===== src/rtl/ecc_pkg.sv =====
// shared constants, types and calendar tables of the epoch seconds calendar converter
package ecc_pkg;

    // pipeline depth, one register stage per entry
    localparam int unsigned NUM_STAGES = 7;

    typedef logic [NUM_STAGES-1:0] stage_en_t;

    // calendar limits
    localparam int unsigned BASE_YEAR     = 2000;
    localparam int unsigned YEAR_LAST     = 2099;
    localparam int unsigned MONTHS        = 12;
    localparam int unsigned HOURS         = 24;
    localparam int unsigned MINUTES       = 60;
    localparam int unsigned DAYS_PER_YEAR = 365;
    localparam int unsigned SECS_PER_DAY  = 86400;
    localparam int unsigned SECS_PER_HOUR = 3600;
    localparam int unsigned SECS_PER_MIN  = 60;
    localparam logic [31:0] MAX_ELAPSED   = 32'd3155759999;

    // seconds per day = 675 * 2^7, divide the upper bits by 675
    localparam int unsigned DAY_SHIFT        = 7;
    localparam int unsigned DAY_ODD          = 675;
    localparam int unsigned DAY_RECIP_SHIFT  = 35;
    localparam logic [25:0] DAY_RECIP        = 26'((64'd1 << DAY_RECIP_SHIFT) / DAY_ODD);

    // seconds per hour = 225 * 2^4
    localparam int unsigned HOUR_SHIFT       = 4;
    localparam int unsigned HOUR_ODD         = 225;
    localparam int unsigned HOUR_RECIP_SHIFT = 24;
    localparam logic [16:0] HOUR_RECIP       = 17'((64'd1 << HOUR_RECIP_SHIFT) / HOUR_ODD);

    // seconds per minute = 15 * 2^2
    localparam int unsigned MIN_SHIFT        = 2;
    localparam int unsigned MIN_ODD          = 15;
    localparam int unsigned MIN_RECIP_SHIFT  = 16;
    localparam logic [12:0] MIN_RECIP        = 13'((64'd1 << MIN_RECIP_SHIFT) / MIN_ODD);

    // days per year estimate
    localparam int unsigned YEAR_RECIP_SHIFT = 24;
    localparam logic [15:0] YEAR_RECIP       = 16'((64'd1 << YEAR_RECIP_SHIFT) / DAYS_PER_YEAR);

    // days before month index idx (0 = january), leap years add one from march on
    function automatic logic [8:0] cum_month(input logic leap, input logic [3:0] idx);
        logic [8:0] base;
        logic       extra;
        case (idx)
            4'd0:    base = 9'd0;
            4'd1:    base = 9'd31;
            4'd2:    base = 9'd59;
            4'd3:    base = 9'd90;
            4'd4:    base = 9'd120;
            4'd5:    base = 9'd151;
            4'd6:    base = 9'd181;
            4'd7:    base = 9'd212;
            4'd8:    base = 9'd243;
            4'd9:    base = 9'd273;
            4'd10:   base = 9'd304;
            4'd11:   base = 9'd334;
            4'd12:   base = 9'd365;
            default: base = 9'd0;
        endcase
        extra = leap && (idx >= 4'd2) && (idx <= 4'd12);
        return base + {8'd0, extra};
    endfunction

    // days before year index yi; every fourth year from the base year is a leap year
    function automatic logic [15:0] cum_year(input logic [6:0] yi);
        logic [15:0] leaps;
        leaps = 16'(({1'b0, yi} + 8'd3) >> 2);
        return 16'(yi) * 16'(DAYS_PER_YEAR) + leaps;
    endfunction

endpackage


===== src/rtl/epoch_seconds_calendar_converter.sv =====
// top level of the epoch seconds calendar converter, pipeline control and output packing
//
//  channel  dir  handshake            payload
//  s_*      in   s_tvalid / s_tready  s_tdata: calendar fields and elapsed, s_tuser: operation
//  m_*      out  m_tvalid / m_tready  m_tdata: elapsed and calendar fields, m_tuser: range_error
//
//  seven register stages, one word accepted per cycle unless every stage is full and the output stalls
//  the throughput is set by the stage chain; each divide by a constant is a
//  reciprocal multiply followed by a one step correction in the next stage
//  rst_n clears the stage valid bits only
//  a stage holds while it is full and the stage after it cannot take its word;
//  empty stages keep filling, so while a result waits the input stays open until every stage is full
module epoch_seconds_calendar_converter
    import ecc_pkg::*;
(
    input  logic        clk,
    input  logic        rst_n,
    input  logic        s_tvalid,
    output logic        s_tready,
    // in_year[11:0], in_month[15:12], in_day[20:16], in_hour[25:21],
    // in_minute[31:26], in_second[37:32], in_elapsed[69:38], zero pad
    input  logic [71:0] s_tdata,
    // operation[0]
    input  logic [0:0]  s_tuser,
    output logic        m_tvalid,
    input  logic        m_tready,
    // out_elapsed[31:0], out_year[43:32], out_month[47:44], out_day[52:48],
    // out_hour[57:53], out_minute[63:58], out_second[69:64], zero pad
    output logic [71:0] m_tdata,
    // range_error[0]
    output logic [0:0]  m_tuser
);

    localparam int unsigned LAST = NUM_STAGES - 1;

    logic [11:0] in_year;
    logic [3:0]  in_month;
    logic [4:0]  in_day;
    logic [4:0]  in_hour;
    logic [5:0]  in_minute;
    logic [5:0]  in_second;
    logic [31:0] in_elapsed;
    logic        cal_bad;
    logic        range_err;

    stage_en_t              en;
    logic [NUM_STAGES-1:0]  valid_next, valid_reg;
    logic [NUM_STAGES-1:0]  op_reg, err_reg;
    logic [31:0]            elapsed_reg [2:LAST];

    logic [31:0] pack_elapsed;
    logic [15:0] days;
    logic [16:0] sod;
    logic [4:0]  hour;
    logic [5:0]  minute;
    logic [5:0]  second;
    logic [11:0] year;
    logic [3:0]  month;
    logic [4:0]  day;
    logic        ok_cal, ok_sec;

    // unpack the input word
    assign in_year    = s_tdata[11:0];
    assign in_month   = s_tdata[15:12];
    assign in_day     = s_tdata[20:16];
    assign in_hour    = s_tdata[25:21];
    assign in_minute  = s_tdata[31:26];
    assign in_second  = s_tdata[37:32];
    assign in_elapsed = s_tdata[69:38];

    // range check of the fields the operation uses
    always_comb
    begin
        cal_bad = (in_year < 12'(BASE_YEAR)) || (in_year > 12'(YEAR_LAST))
                  || (in_month == 4'd0) || (in_month > 4'(MONTHS))
                  || (in_day == 5'd0) || (in_hour >= 5'(HOURS))
                  || (in_minute >= 6'(MINUTES)) || (in_second >= 6'(MINUTES));
        range_err = s_tuser[0] ? (in_elapsed > MAX_ELAPSED) : cal_bad;
    end

    // stage enables: a stage loads when empty or when its word moves on
    always_comb
    begin
        en[LAST] = !valid_reg[LAST] || m_tready;
        for (int k = LAST - 1; k >= 0; k--)
        begin
            en[k] = !valid_reg[k] || en[k+1];
        end
        valid_next[0] = en[0] ? s_tvalid : valid_reg[0];
        for (int k = 1; k < NUM_STAGES; k++)
        begin
            valid_next[k] = en[k] ? valid_reg[k-1] : valid_reg[k];
        end
    end

    always_ff @(posedge clk or negedge rst_n)
    begin
        if (!rst_n)
        begin
            valid_reg <= '0;
        end
        else
        begin
            valid_reg <= valid_next;
        end
    end

    // operation and error flag travel with the word
    always_ff @(posedge clk)
    begin
        if (en[0])
        begin
            op_reg[0]  <= s_tuser[0];
            err_reg[0] <= range_err;
        end
        for (int k = 1; k < NUM_STAGES; k++)
        begin
            if (en[k])
            begin
                op_reg[k]  <= op_reg[k-1];
                err_reg[k] <= err_reg[k-1];
            end
        end
    end

    // elapsed result of the calendar path, delayed to the output stage
    always_ff @(posedge clk)
    begin
        if (en[2])
        begin
            elapsed_reg[2] <= pack_elapsed;
        end
        for (int k = 3; k < NUM_STAGES; k++)
        begin
            if (en[k])
            begin
                elapsed_reg[k] <= elapsed_reg[k-1];
            end
        end
    end

    ecc_date_pack u_date_pack (
        .clk       (clk),
        .en        (en),
        .in_year   (in_year),
        .in_month  (in_month),
        .in_day    (in_day),
        .in_hour   (in_hour),
        .in_minute (in_minute),
        .in_second (in_second),
        .elapsed   (pack_elapsed)
    );

    ecc_day_split u_day_split (
        .clk        (clk),
        .en         (en),
        .in_elapsed (in_elapsed),
        .days       (days),
        .sod        (sod)
    );

    ecc_time_split u_time_split (
        .clk    (clk),
        .en     (en),
        .sod    (sod),
        .hour   (hour),
        .minute (minute),
        .second (second)
    );

    ecc_date_split u_date_split (
        .clk   (clk),
        .en    (en),
        .days  (days),
        .year  (year),
        .month (month),
        .day   (day)
    );

    // output word: fields of the other operation and of a failed check read zero
    assign ok_cal = !op_reg[LAST] && !err_reg[LAST];
    assign ok_sec = op_reg[LAST] && !err_reg[LAST];

    assign s_tready = en[0];
    assign m_tvalid = valid_reg[LAST];
    assign m_tuser  = err_reg[LAST];
    assign m_tdata  = {2'b00,
                       ok_sec ? second : 6'd0,
                       ok_sec ? minute : 6'd0,
                       ok_sec ? hour   : 5'd0,
                       ok_sec ? day    : 5'd0,
                       ok_sec ? month  : 4'd0,
                       ok_sec ? year   : 12'd0,
                       ok_cal ? elapsed_reg[LAST] : 32'd0};

endmodule


===== src/rtl/ecc_date_pack.sv =====
// calendar fields to elapsed seconds, two pipeline stages
module ecc_date_pack
    import ecc_pkg::*;
(
    input  logic        clk,
    input  stage_en_t   en,
    input  logic [11:0] in_year,
    input  logic [3:0]  in_month,
    input  logic [4:0]  in_day,
    input  logic [4:0]  in_hour,
    input  logic [5:0]  in_minute,
    input  logic [5:0]  in_second,
    output logic [31:0] elapsed
);

    logic [6:0]  yi;
    logic        leap;
    logic [15:0] days_next, days_reg;
    logic [16:0] tod_next, tod_reg;
    logic [32:0] day_secs;
    logic [31:0] elapsed_next, elapsed_reg;

    // stage 0: day count from tables, seconds of the day
    always_comb
    begin
        yi        = 7'(in_year - 12'(BASE_YEAR));
        leap      = (yi[1:0] == 2'b00);
        days_next = cum_year(yi) + 16'(cum_month(leap, in_month - 4'd1))
                    + 16'(in_day - 5'd1);
        tod_next  = 17'(in_hour) * 17'(SECS_PER_HOUR) + 17'(in_minute) * 17'(SECS_PER_MIN)
                    + 17'(in_second);
    end

    // stage 1: scale days to seconds
    always_comb
    begin
        day_secs     = 33'(days_reg) * 33'(SECS_PER_DAY);
        elapsed_next = day_secs[31:0] + 32'(tod_reg);
    end

    always_ff @(posedge clk)
    begin
        if (en[0])
        begin
            days_reg <= days_next;
            tod_reg  <= tod_next;
        end
        if (en[1])
        begin
            elapsed_reg <= elapsed_next;
        end
    end

    assign elapsed = elapsed_reg;

endmodule


===== src/rtl/ecc_day_split.sv =====
// elapsed seconds split into whole days and seconds of the day, three stages
module ecc_day_split
    import ecc_pkg::*;
(
    input  logic        clk,
    input  stage_en_t   en,
    input  logic [31:0] in_elapsed,
    output logic [15:0] days,
    output logic [16:0] sod
);

    logic [24:0] hi0_reg, hi1_reg;
    logic [6:0]  lo0_reg, lo1_reg;
    logic [50:0] prod_next, prod_reg;
    logic [15:0] q0;
    logic [24:0] rem0;
    logic [15:0] days_next, days_reg;
    logic [16:0] sod_next, sod_reg;

    // stage 1: reciprocal multiply for the divide by 675
    assign prod_next = 51'(hi0_reg) * 51'(DAY_RECIP);

    // stage 2: quotient may be one short, fix it with the remainder
    always_comb
    begin
        q0   = prod_reg[50:DAY_RECIP_SHIFT];
        rem0 = hi1_reg - 25'(26'(q0) * 26'(DAY_ODD));
        if (rem0 >= 25'(DAY_ODD))
        begin
            days_next = q0 + 16'd1;
            sod_next  = {10'(rem0 - 25'(DAY_ODD)), lo1_reg};
        end
        else
        begin
            days_next = q0;
            sod_next  = {10'(rem0), lo1_reg};
        end
    end

    always_ff @(posedge clk)
    begin
        if (en[0])
        begin
            hi0_reg <= in_elapsed[31:DAY_SHIFT];
            lo0_reg <= in_elapsed[DAY_SHIFT-1:0];
        end
        if (en[1])
        begin
            prod_reg <= prod_next;
            hi1_reg  <= hi0_reg;
            lo1_reg  <= lo0_reg;
        end
        if (en[2])
        begin
            days_reg <= days_next;
            sod_reg  <= sod_next;
        end
    end

    assign days = days_reg;
    assign sod  = sod_reg;

endmodule


===== src/rtl/ecc_time_split.sv =====
// seconds of the day to hour, minute and second, stages 3 to 6
module ecc_time_split
    import ecc_pkg::*;
(
    input  logic        clk,
    input  stage_en_t   en,
    input  logic [16:0] sod,
    output logic [4:0]  hour,
    output logic [5:0]  minute,
    output logic [5:0]  second
);

    logic [29:0] hprod_next, hprod_reg;
    logic [16:0] sod3_reg;
    logic [5:0]  h0;
    logic [16:0] hrem0;
    logic [4:0]  hour_next, hour4_reg, hour5_reg, hour6_reg;
    logic [11:0] rem_next, rem4_reg, rem5_reg;
    logic [22:0] mprod_next, mprod_reg;
    logic [6:0]  m0;
    logic [11:0] mrem0;
    logic [5:0]  minute_next, minute_reg;
    logic [5:0]  second_next, second_reg;

    // stage 3: reciprocal multiply for hours
    assign hprod_next = 30'(sod[16:HOUR_SHIFT]) * 30'(HOUR_RECIP);

    // stage 4: hour with correction, seconds left in the hour
    always_comb
    begin
        h0    = hprod_reg[29:HOUR_RECIP_SHIFT];
        hrem0 = sod3_reg - 17'(h0) * 17'(SECS_PER_HOUR);
        if (hrem0 >= 17'(SECS_PER_HOUR))
        begin
            hour_next = 5'(h0 + 6'd1);
            rem_next  = 12'(hrem0 - 17'(SECS_PER_HOUR));
        end
        else
        begin
            hour_next = 5'(h0);
            rem_next  = 12'(hrem0);
        end
    end

    // stage 5: reciprocal multiply for minutes
    assign mprod_next = 23'(rem4_reg[11:MIN_SHIFT]) * 23'(MIN_RECIP);

    // stage 6: minute with correction, second
    always_comb
    begin
        m0    = mprod_reg[22:MIN_RECIP_SHIFT];
        mrem0 = rem5_reg - 12'(m0) * 12'(SECS_PER_MIN);
        if (mrem0 >= 12'(SECS_PER_MIN))
        begin
            minute_next = 6'(m0 + 7'd1);
            second_next = 6'(mrem0 - 12'(SECS_PER_MIN));
        end
        else
        begin
            minute_next = 6'(m0);
            second_next = 6'(mrem0);
        end
    end

    always_ff @(posedge clk)
    begin
        if (en[3])
        begin
            hprod_reg <= hprod_next;
            sod3_reg  <= sod;
        end
        if (en[4])
        begin
            hour4_reg <= hour_next;
            rem4_reg  <= rem_next;
        end
        if (en[5])
        begin
            mprod_reg <= mprod_next;
            rem5_reg  <= rem4_reg;
            hour5_reg <= hour4_reg;
        end
        if (en[6])
        begin
            minute_reg <= minute_next;
            second_reg <= second_next;
            hour6_reg  <= hour5_reg;
        end
    end

    assign hour   = hour6_reg;
    assign minute = minute_reg;
    assign second = second_reg;

endmodule


===== src/rtl/ecc_date_split.sv =====
// day count to year, month and day, stages 3 to 6
module ecc_date_split
    import ecc_pkg::*;
(
    input  logic        clk,
    input  stage_en_t   en,
    input  logic [15:0] days,
    output logic [11:0] year,
    output logic [3:0]  month,
    output logic [4:0]  day
);

    logic [31:0] yprod_next, yprod_reg;
    logic [15:0] days3_reg, days4_reg;
    logic [7:0]  y0;
    logic [15:0] yrem0;
    logic [6:0]  yi_next, yi4_reg, yi5_reg;
    logic [15:0] cum_here, cum_prev;
    logic [6:0]  yi_sel;
    logic [8:0]  doy_next, doy_reg;
    logic        leap_next, leap_reg;
    logic [3:0]  month_next, month_reg;
    logic [4:0]  day_next, day_reg;
    logic [11:0] year_next, year_reg;

    // stage 3: reciprocal multiply for the year estimate
    assign yprod_next = 32'(days) * 32'(YEAR_RECIP);

    // stage 4: floor of days over 365
    always_comb
    begin
        y0    = yprod_reg[31:YEAR_RECIP_SHIFT];
        yrem0 = days3_reg - 16'(y0) * 16'(DAYS_PER_YEAR);
        if (yrem0 >= 16'(DAYS_PER_YEAR))
        begin
            yi_next = 7'(y0 + 8'd1);
        end
        else
        begin
            yi_next = 7'(y0);
        end
    end

    // stage 5: step back a year when its start lies past the day count
    always_comb
    begin
        cum_here = cum_year(yi4_reg);
        cum_prev = cum_year(yi4_reg - 7'd1);
        if ((cum_here > days4_reg) && (yi4_reg != 7'd0))
        begin
            yi_sel   = yi4_reg - 7'd1;
            doy_next = 9'(days4_reg - cum_prev);
        end
        else
        begin
            yi_sel   = yi4_reg;
            doy_next = 9'(days4_reg - cum_here);
        end
        leap_next = (yi_sel[1:0] == 2'b00);
    end

    // stage 6: month search over the cumulative table, day of month
    always_comb
    begin
        month_next = 4'(MONTHS);
        for (int i = MONTHS - 1; i >= 1; i--)
        begin
            if (doy_reg < cum_month(leap_reg, 4'(i)))
            begin
                month_next = 4'(i);
            end
        end
        day_next  = 5'(doy_reg - cum_month(leap_reg, month_next - 4'd1) + 9'd1);
        year_next = 12'(BASE_YEAR) + 12'(yi5_reg);
    end

    always_ff @(posedge clk)
    begin
        if (en[3])
        begin
            yprod_reg <= yprod_next;
            days3_reg <= days;
        end
        if (en[4])
        begin
            yi4_reg   <= yi_next;
            days4_reg <= days3_reg;
        end
        if (en[5])
        begin
            yi5_reg  <= yi_sel;
            doy_reg  <= doy_next;
            leap_reg <= leap_next;
        end
        if (en[6])
        begin
            year_reg  <= year_next;
            month_reg <= month_next;
            day_reg   <= day_next;
        end
    end

    assign year  = year_reg;
    assign month = month_reg;
    assign day   = day_reg;

endmodule


===== config.mk =====
export PLATFORM = sky130hd
export DESIGN_NAME = epoch_seconds_calendar_converter
export DESIGN_NICKNAME = d
export VERILOG_FILES = /design/src/rtl/ecc_pkg.sv /design/src/rtl/epoch_seconds_calendar_converter.sv /design/src/rtl/ecc_date_pack.sv /design/src/rtl/ecc_day_split.sv /design/src/rtl/ecc_time_split.sv /design/src/rtl/ecc_date_split.sv
export SDC_FILE = /design/constraint.sdc
export NUM_CORES = 2
export LEC_CHECK = 0
export ABC_AREA = 0
export BUFFER_PORTS_ARGS = -buffer_cell sky130_fd_sc_hd__buf_4
export CAP_MARGIN = 10
export CORE_MARGIN = 10
export CORE_UTILIZATION = 45
export CTS_BUF_LIST = sky130_fd_sc_hd__clkbuf_16
export DETAILED_ROUTE_END_ITERATION = 10
export GPL_TIMING_DRIVEN = 0
export HOLD_SLACK_MARGIN = 0.02
export MAX_ROUTING_LAYER = met4
export PLACE_DENSITY_LB_ADDON = 0.3
export SKIP_CTS_REPAIR_TIMING = 1
export SYNTH_ARGS = -nofsm -noshare
export SYNTH_HDL_FRONTEND = slang
export SYNTH_SLANG_ARGS = --single-unit

===== constraint.sdc =====
create_clock -name clk -period 7.7 [get_ports clk]
set_input_delay 1.54 -clock clk [delete_from_list [all_inputs] [get_ports clk]]
set_output_delay 1.54 -clock clk [all_outputs]
set_load 0.01 [all_outputs]

**After elaboration in Yosys (flattened, before gate mapping)**

Memories as Yosys holds them, arrays and structs flattened.
Cells that the tools add are included.

- Mux-type cells: 38
- Multiply operators: 14
- Add/sub/neg operators: 44
- $lt $le $gt $ge: 27
- Reduce and logical (&&, ||, !) cells: 35

Operators with widths:

| kind | count |
|---|---|
| $lt A9 B9 Y1 | 7 |
| $mul A16 B10 Y25 const B | 2 |
| $mul A25 B24 Y49 const B | 1 |
| $mux W4 | 11 |
| $add A8 B1 Y9 const A | 4 |
| $add A32 B17 Y32 | 1 |
| $gt A32 B32 Y1 const B | 1 |
| $mul A7 B9 Y16 const B | 2 |
| $mux W32 | 1 |
| $mul A13 B17 Y30 const B | 1 |
| $mul A16 B14 Y30 const B | 1 |
| $add A9 B1 Y9 const A | 3 |
| $ge A25 B10 Y1 const B | 1 |
| $sub A25 B25 Y25 | 1 |
| $add A7 B2 Y8 const B | 3 |
| $mux W12 | 2 |
| $mux W6 | 4 |
| $mul A10 B13 Y23 const B | 1 |
| $lt A9 B8 Y1 | 2 |
| $sub A9 B9 Y9 | 2 |
| $add A17 B12 Y17 | 1 |
| $add A17 B6 Y17 | 1 |
| $ge A17 B12 Y1 const B | 1 |
| $mux W17 | 1 |
| other kinds (56) | 103 |

- RAM bits: 160
- Flip-flop bits (word level): 460
- Word-level logic and storage cells: 212
- Bits in read-only memories: 288
- Memories: 3

Memory list:

| memory | depth | width | rd ports | clocked after Yosys merged registers in | wr ports | line | text |
|---|---|---|---|---|---|---|---|
| elapsed_reg | 5 | 32 | 5 | 0 | 5 | epoch_seconds_calendar_converter.sv:49 | `logic [31:0] elapsed_reg [2:LAST];` |
| (name not given) | 16 | 9 | 1 | 0 | 0 | ecc_pkg.sv:47 | `case (idx)` |
| (name not given) | 16 | 9 | 1 | 0 | 0 | ecc_pkg.sv:47 |  |

**Logic depth before layout (Yosys ltp)**

- Depth after elaboration: 20
- Gate-level depth with buffers: 32
- Mapped depth without buffers: 30

**By module**

A second synthesis with hierarchy kept.

- Cells, all modules: 4915
- Area total of the unflattened synthesis: 54712.5 sq um

By module, submodules not included:

| module | times used | cells each | area an instance (sq um) |
|---|---|---|---|
| ecc_day_split | 1 | 1491 | 16445.8 |
| ecc_date_split | 1 | 1336 | 13628.1 |
| ecc_date_pack | 1 | 1008 | 9869.5 |
| ecc_time_split | 1 | 764 | 8526.9 |
| epoch_seconds_calendar_converter | 1 | 316 | 6242.2 |

**Worst setup path after synthesis**

No wires, ideal clock.

- Path kind: input -> register
- Start point: input port s_tdata[13]
- End point: register u_date_pack.days_reg[15] (data pin)
- Slack: -212 ps
- Stages: 32
- Buffers on the path: 2
- Data required time: 7440 ps
- Arrival time: 7652 ps
- Path through: inv_1 -> ha_1 -> clkbuf_1 -> xor2_1 -> nor2_1 -> a21oi_1 -> nor2_1 -> nor3_1 -> ha_1 -> ha_1 -> and2_1 -> clkbuf_1 -> nand2_1 -> nor3_1 -> a21o_1 -> a21oi_1 -> fa_1 -> inv_1 -> fa_1 -> fa_1 -> inv_1 -> fa_1 -> inv_1 -> ha_1 -> ha_1 -> a21oi_1 -> o21bai_1 -> a21oi_1 -> o211ai_1 -> a31o_2 -> a21oi_1 -> xnor2_1

- Cells in the longest elaborated chain, start to end: 7

RTL lines:

| what | line | text |
|---|---|---|
| from (decl) | epoch_seconds_calendar_converter.sv:22 | `input logic [71:0] s_tdata,` |
| $sub A4 B1 Y4 * | ecc_date_pack.sv:28 | `days_next = cum_year(yi) + 16'(cum_month(leap, in_month - 4'd1))` |
| $ge A4 B2 Y1 | ecc_pkg.sv:63 | `extra = leap && (idx >= 4'd2) && (idx <= 4'd12);` |
| $logic_and A1 B1 Y1 (2 in series) | ecc_pkg.sv:63 |  |
| $add A9 B1 Y9 * | ecc_pkg.sv:64 | `return base + {8'd0, extra};` |
| $add A16 B9 Y16 * | ecc_date_pack.sv:28 |  |
| $add A16 B16 Y16 * | ecc_date_pack.sv:29 | `+ 16'(in_day - 5'd1);` |
| named net u_date_pack.days_next[15] | ecc_date_pack.sv:18 | `logic [15:0] days_next, days_reg;` |
| to (signal assigned) | ecc_date_pack.sv:45 | `days_reg <= days_next;` |
| to (decl) | ecc_date_pack.sv:18 |  |

Mark *: on every way through the listed nets, which the timed path passes. The rest lies on a longest branch.
A chain may end at the register's enable or synchronous reset.

**Worst setup path after layout**

- Start point: input port s_tdata[12]
- End point: register u_date_pack.days_reg[15] (data pin)

Same word-level chain as after synthesis.

==> metrics.yaml <==
detailed_routing:
  num_vias: 32661
  firstDrtPassIters: 5
  ant_nets: 0
  postRouteWirelength_mm: 101
  drc_errors: 0
  wl_per_cell_um: 15.4
  vias_per_cell: 4.99
  first_iter_violations: 1172
timing:
  finalHoldViolCount: 0
  finalCritPeriodShare_pct: 96.6
  slew_headroom_pct: 32.2
  timing.final.max_slew_violations: 0
  worst_pin_slew_ps: 1010
  fmax_mhz: 134
  skew_ps: 19.5
  layout_min_cycle_time_ps: 7440
  layout_setup_ws_ps: 262
  setup_violations: 0
critical_path:
  cp_common_cell: "fa_1"
  cp-start-kind: "input port"
  critPathArrivalTime_ps: 7810
  cp_slowest_cell: "fa_1"
  cpPeakStageDelay_ps: 520
  timing_worst_setup_path_type: "input port to flop"
  required_ps: 8070
  cp_max_fo: 9
  critPathCaptureType: "flop"
layout:
  fin_util_pct: 49.9
  nets: 6615
  syn2layout_area_growth_pct: 10.2
  drive_gt1_share_pct: 6.67
  diodes: 0
  largest_reg_flops: 160
  design_area_mm2: 0.0587
  instances_no_fill: 6544
cts:
  cts_tree: "yes"
  cts_made_buffers: 57
  root_buffer: "clkbuf_16"
  clk_pin_slew_ps: 60
  clk_latency_ps: 640
  cts_sinks: 523
  cts_max_level: 2
  max-clock-path-buffers: 3
placement:
  post_dp_cell_area_mm2: 0.0566
  io_buffers: 146
  dp.cells: 6434
  dpl_worst_slack_ps: -1090
  gp_congestion: 0.875
  dpl.hpwl_mm: 82.9
yosys:
  synth_top_area_cell: "edfxtp_1"
  synth_top_family_by_area: "adder cells"
  synth-seq-cells: 523
  synthArstFlopShare_pct: 1.34
  synthSimpleGateAreaFrac_pct: 6.20
  netlist_instances: 4741
  yosys.area_share.xor_xnor_pct: 4.79
  synthAdderAreaFrac_pct: 43.9
  netlist_top_cells_area: "edfxtp_1 (29%), ha_1 (25%), fa_1 (18%), inv_1 (7.4%), xnor2_1 (3.6%)"
  ys_warn_count: 0
  synth_area_mm2: 0.0533
  synth-compound-area-share_pct: 7.60
  yosysTopAreaCellShare_pct: 29.1
  synth-edff-count: 516
  synth_seq_area_share_pct: 29.4
  syn_avg_cell_area_um2: 11.2
  synth.distinct_cells: 81
  synth_mux_area_share_pct: 0.331
  ys.flop_type: "edfxtp_1"
floorplan:
  core_region_area_mm2: 0.118
  rows: 126
  ios: 152
  dieHeight_um: 364
  initial_core_util_pct: 45.2
  die_area_mm2: 0.133
  die_w_um: 364
grt:
  grt_use_total_pct: 16.1
  grt_max_degree: 71
  antenna_found_initial: 0
  grt_overflow_total: 0
  grt_pass1_vias: 34284
  grt_pass1_wl_mm: 171
run:
  cap_violations: 0
status:
  status: "finished, final reports clean"
min_path:
  min_path_type: "flop to flop"
==> synth_stat cells (23+ instances only) <==
master	count
a21oi_1	175
o211ai_1	23
nand2_1	132
nor2_1	134
inv_1	1047
nand3_1	46
and2_1	78
nand2b_1	35
o21bai_1	36
nor3_1	49
and3_1	25
nand4_1	31
xnor2_1	216
a21o_1	91
edfxtp_1	516
o21a_1	27
clkbuf_1	31
nor2b_1	29
o21ai_0	89
fa_1	492
ha_1	1084
xor2_1	73
==> kinds of logic (layout without fill, tap and decap cells) <==
group	count (synthesis)	in the layout
flops	523	523
other cells	1	2
buf+inv	1086	1352
simple gates	639	639
fa+ha+maj	1576	1576
compound gates	609	609
mux	17	17
xor+xnor	290	290
==> routing by layer <==
metal / wire length, µm / vias up / part of all wire, % / track usage, %
li1: - / 16405 / - / -
met1: 46800 / 15766 / 46 / 20.7
met2: 49000 / 377 / 49 / 27.4
met3: 3000 / 113 / 3.0 / 1.77
met4: 1880 / 0 / 1.9 / 3.44
met5: 0 / - / 0 / -
==> cell type report <==
type	instances	area [µm²]
Timing Repair Buffer	165	1370
Sequential cell	523	15700
Buffer	35	171
Tap cell	1536	1920
Multi-Input combinational cell	3133	33700
Inverter	1047	3940
Clock buffer	58	1450
Fill cell	10468	59100
Clock inverter	47	489
==> stage by stage <==
stage / setup TNS (ps) / hold slack (ps)
after global routing: -46.1 / 407
final: 0 / 403
after global placement: -274710 / 401
after CTS: -9610 / 405
after floorplan: -145 / 400
after detailed placement: -13880 / 405
==> worst paths after layout <==
| kind | start | cells after the start | to | slack (ps) |
|---|---|---|---|---|
| worst max-delay path | s_tdata[12] | 29 | u_date_pack.days_reg[15]$_DFFE_PP_ | 260 |
| worst min-delay path | elapsed_reg[0][162]$_DFFE_PP_ | 0 | elapsed_reg[0][194]$_DFFE_PP_ | 400 |
| worst max register to register | u_date_split.yi4_reg[0]$_DFFE_PP_ | 31 | u_date_split.doy_reg[3]$_DFFE_PP_ | 490 |
| worst min register to register | elapsed_reg[0][162]$_DFFE_PP_ | 0 | elapsed_reg[0][194]$_DFFE_PP_ | 400 |
| max in group asynchronous | rst_n | 1 | valid_reg[4]$_DFFE_PN0P_ | 6830 |
| min in group asynchronous | rst_n | 1 | valid_reg[6]$_DFFE_PN0P_ | 720 |
==> worst max-delay path, delay by kind of cell <==
kind            cells  cell delay (ps)
fa+ha+maj           9             3260
compound gates      8             1460
simple gates        5              820
buf+inv             5              460
xor+xnor            2              270
==> placed cells by master, fill, tap and decap left out, drive strengths merged, types with 12 or more instances in the layout <==
cell and instances:
buf 174, nor4 14, nand2 132, ha 1084
clkinv 19, nor3 49, and3 25, o21ai 91
nand2b 35, o21a 27, fa 492, inv 1060
or2 19, a21boi 14, nand3 46, a21o 91
nor2b 29, a211oi 16, xnor2 216, and2 79
nand4 31, xor2 73, or3 12, a31oi 19
edfxtp 516, nor2 134, clkbuf 84, o21bai 36
mux2i 12, a21oi 175, o211ai 24
Power is not shown: default switching activity piles up to over one toggle a cycle in this logic, so the estimate is an artifact.
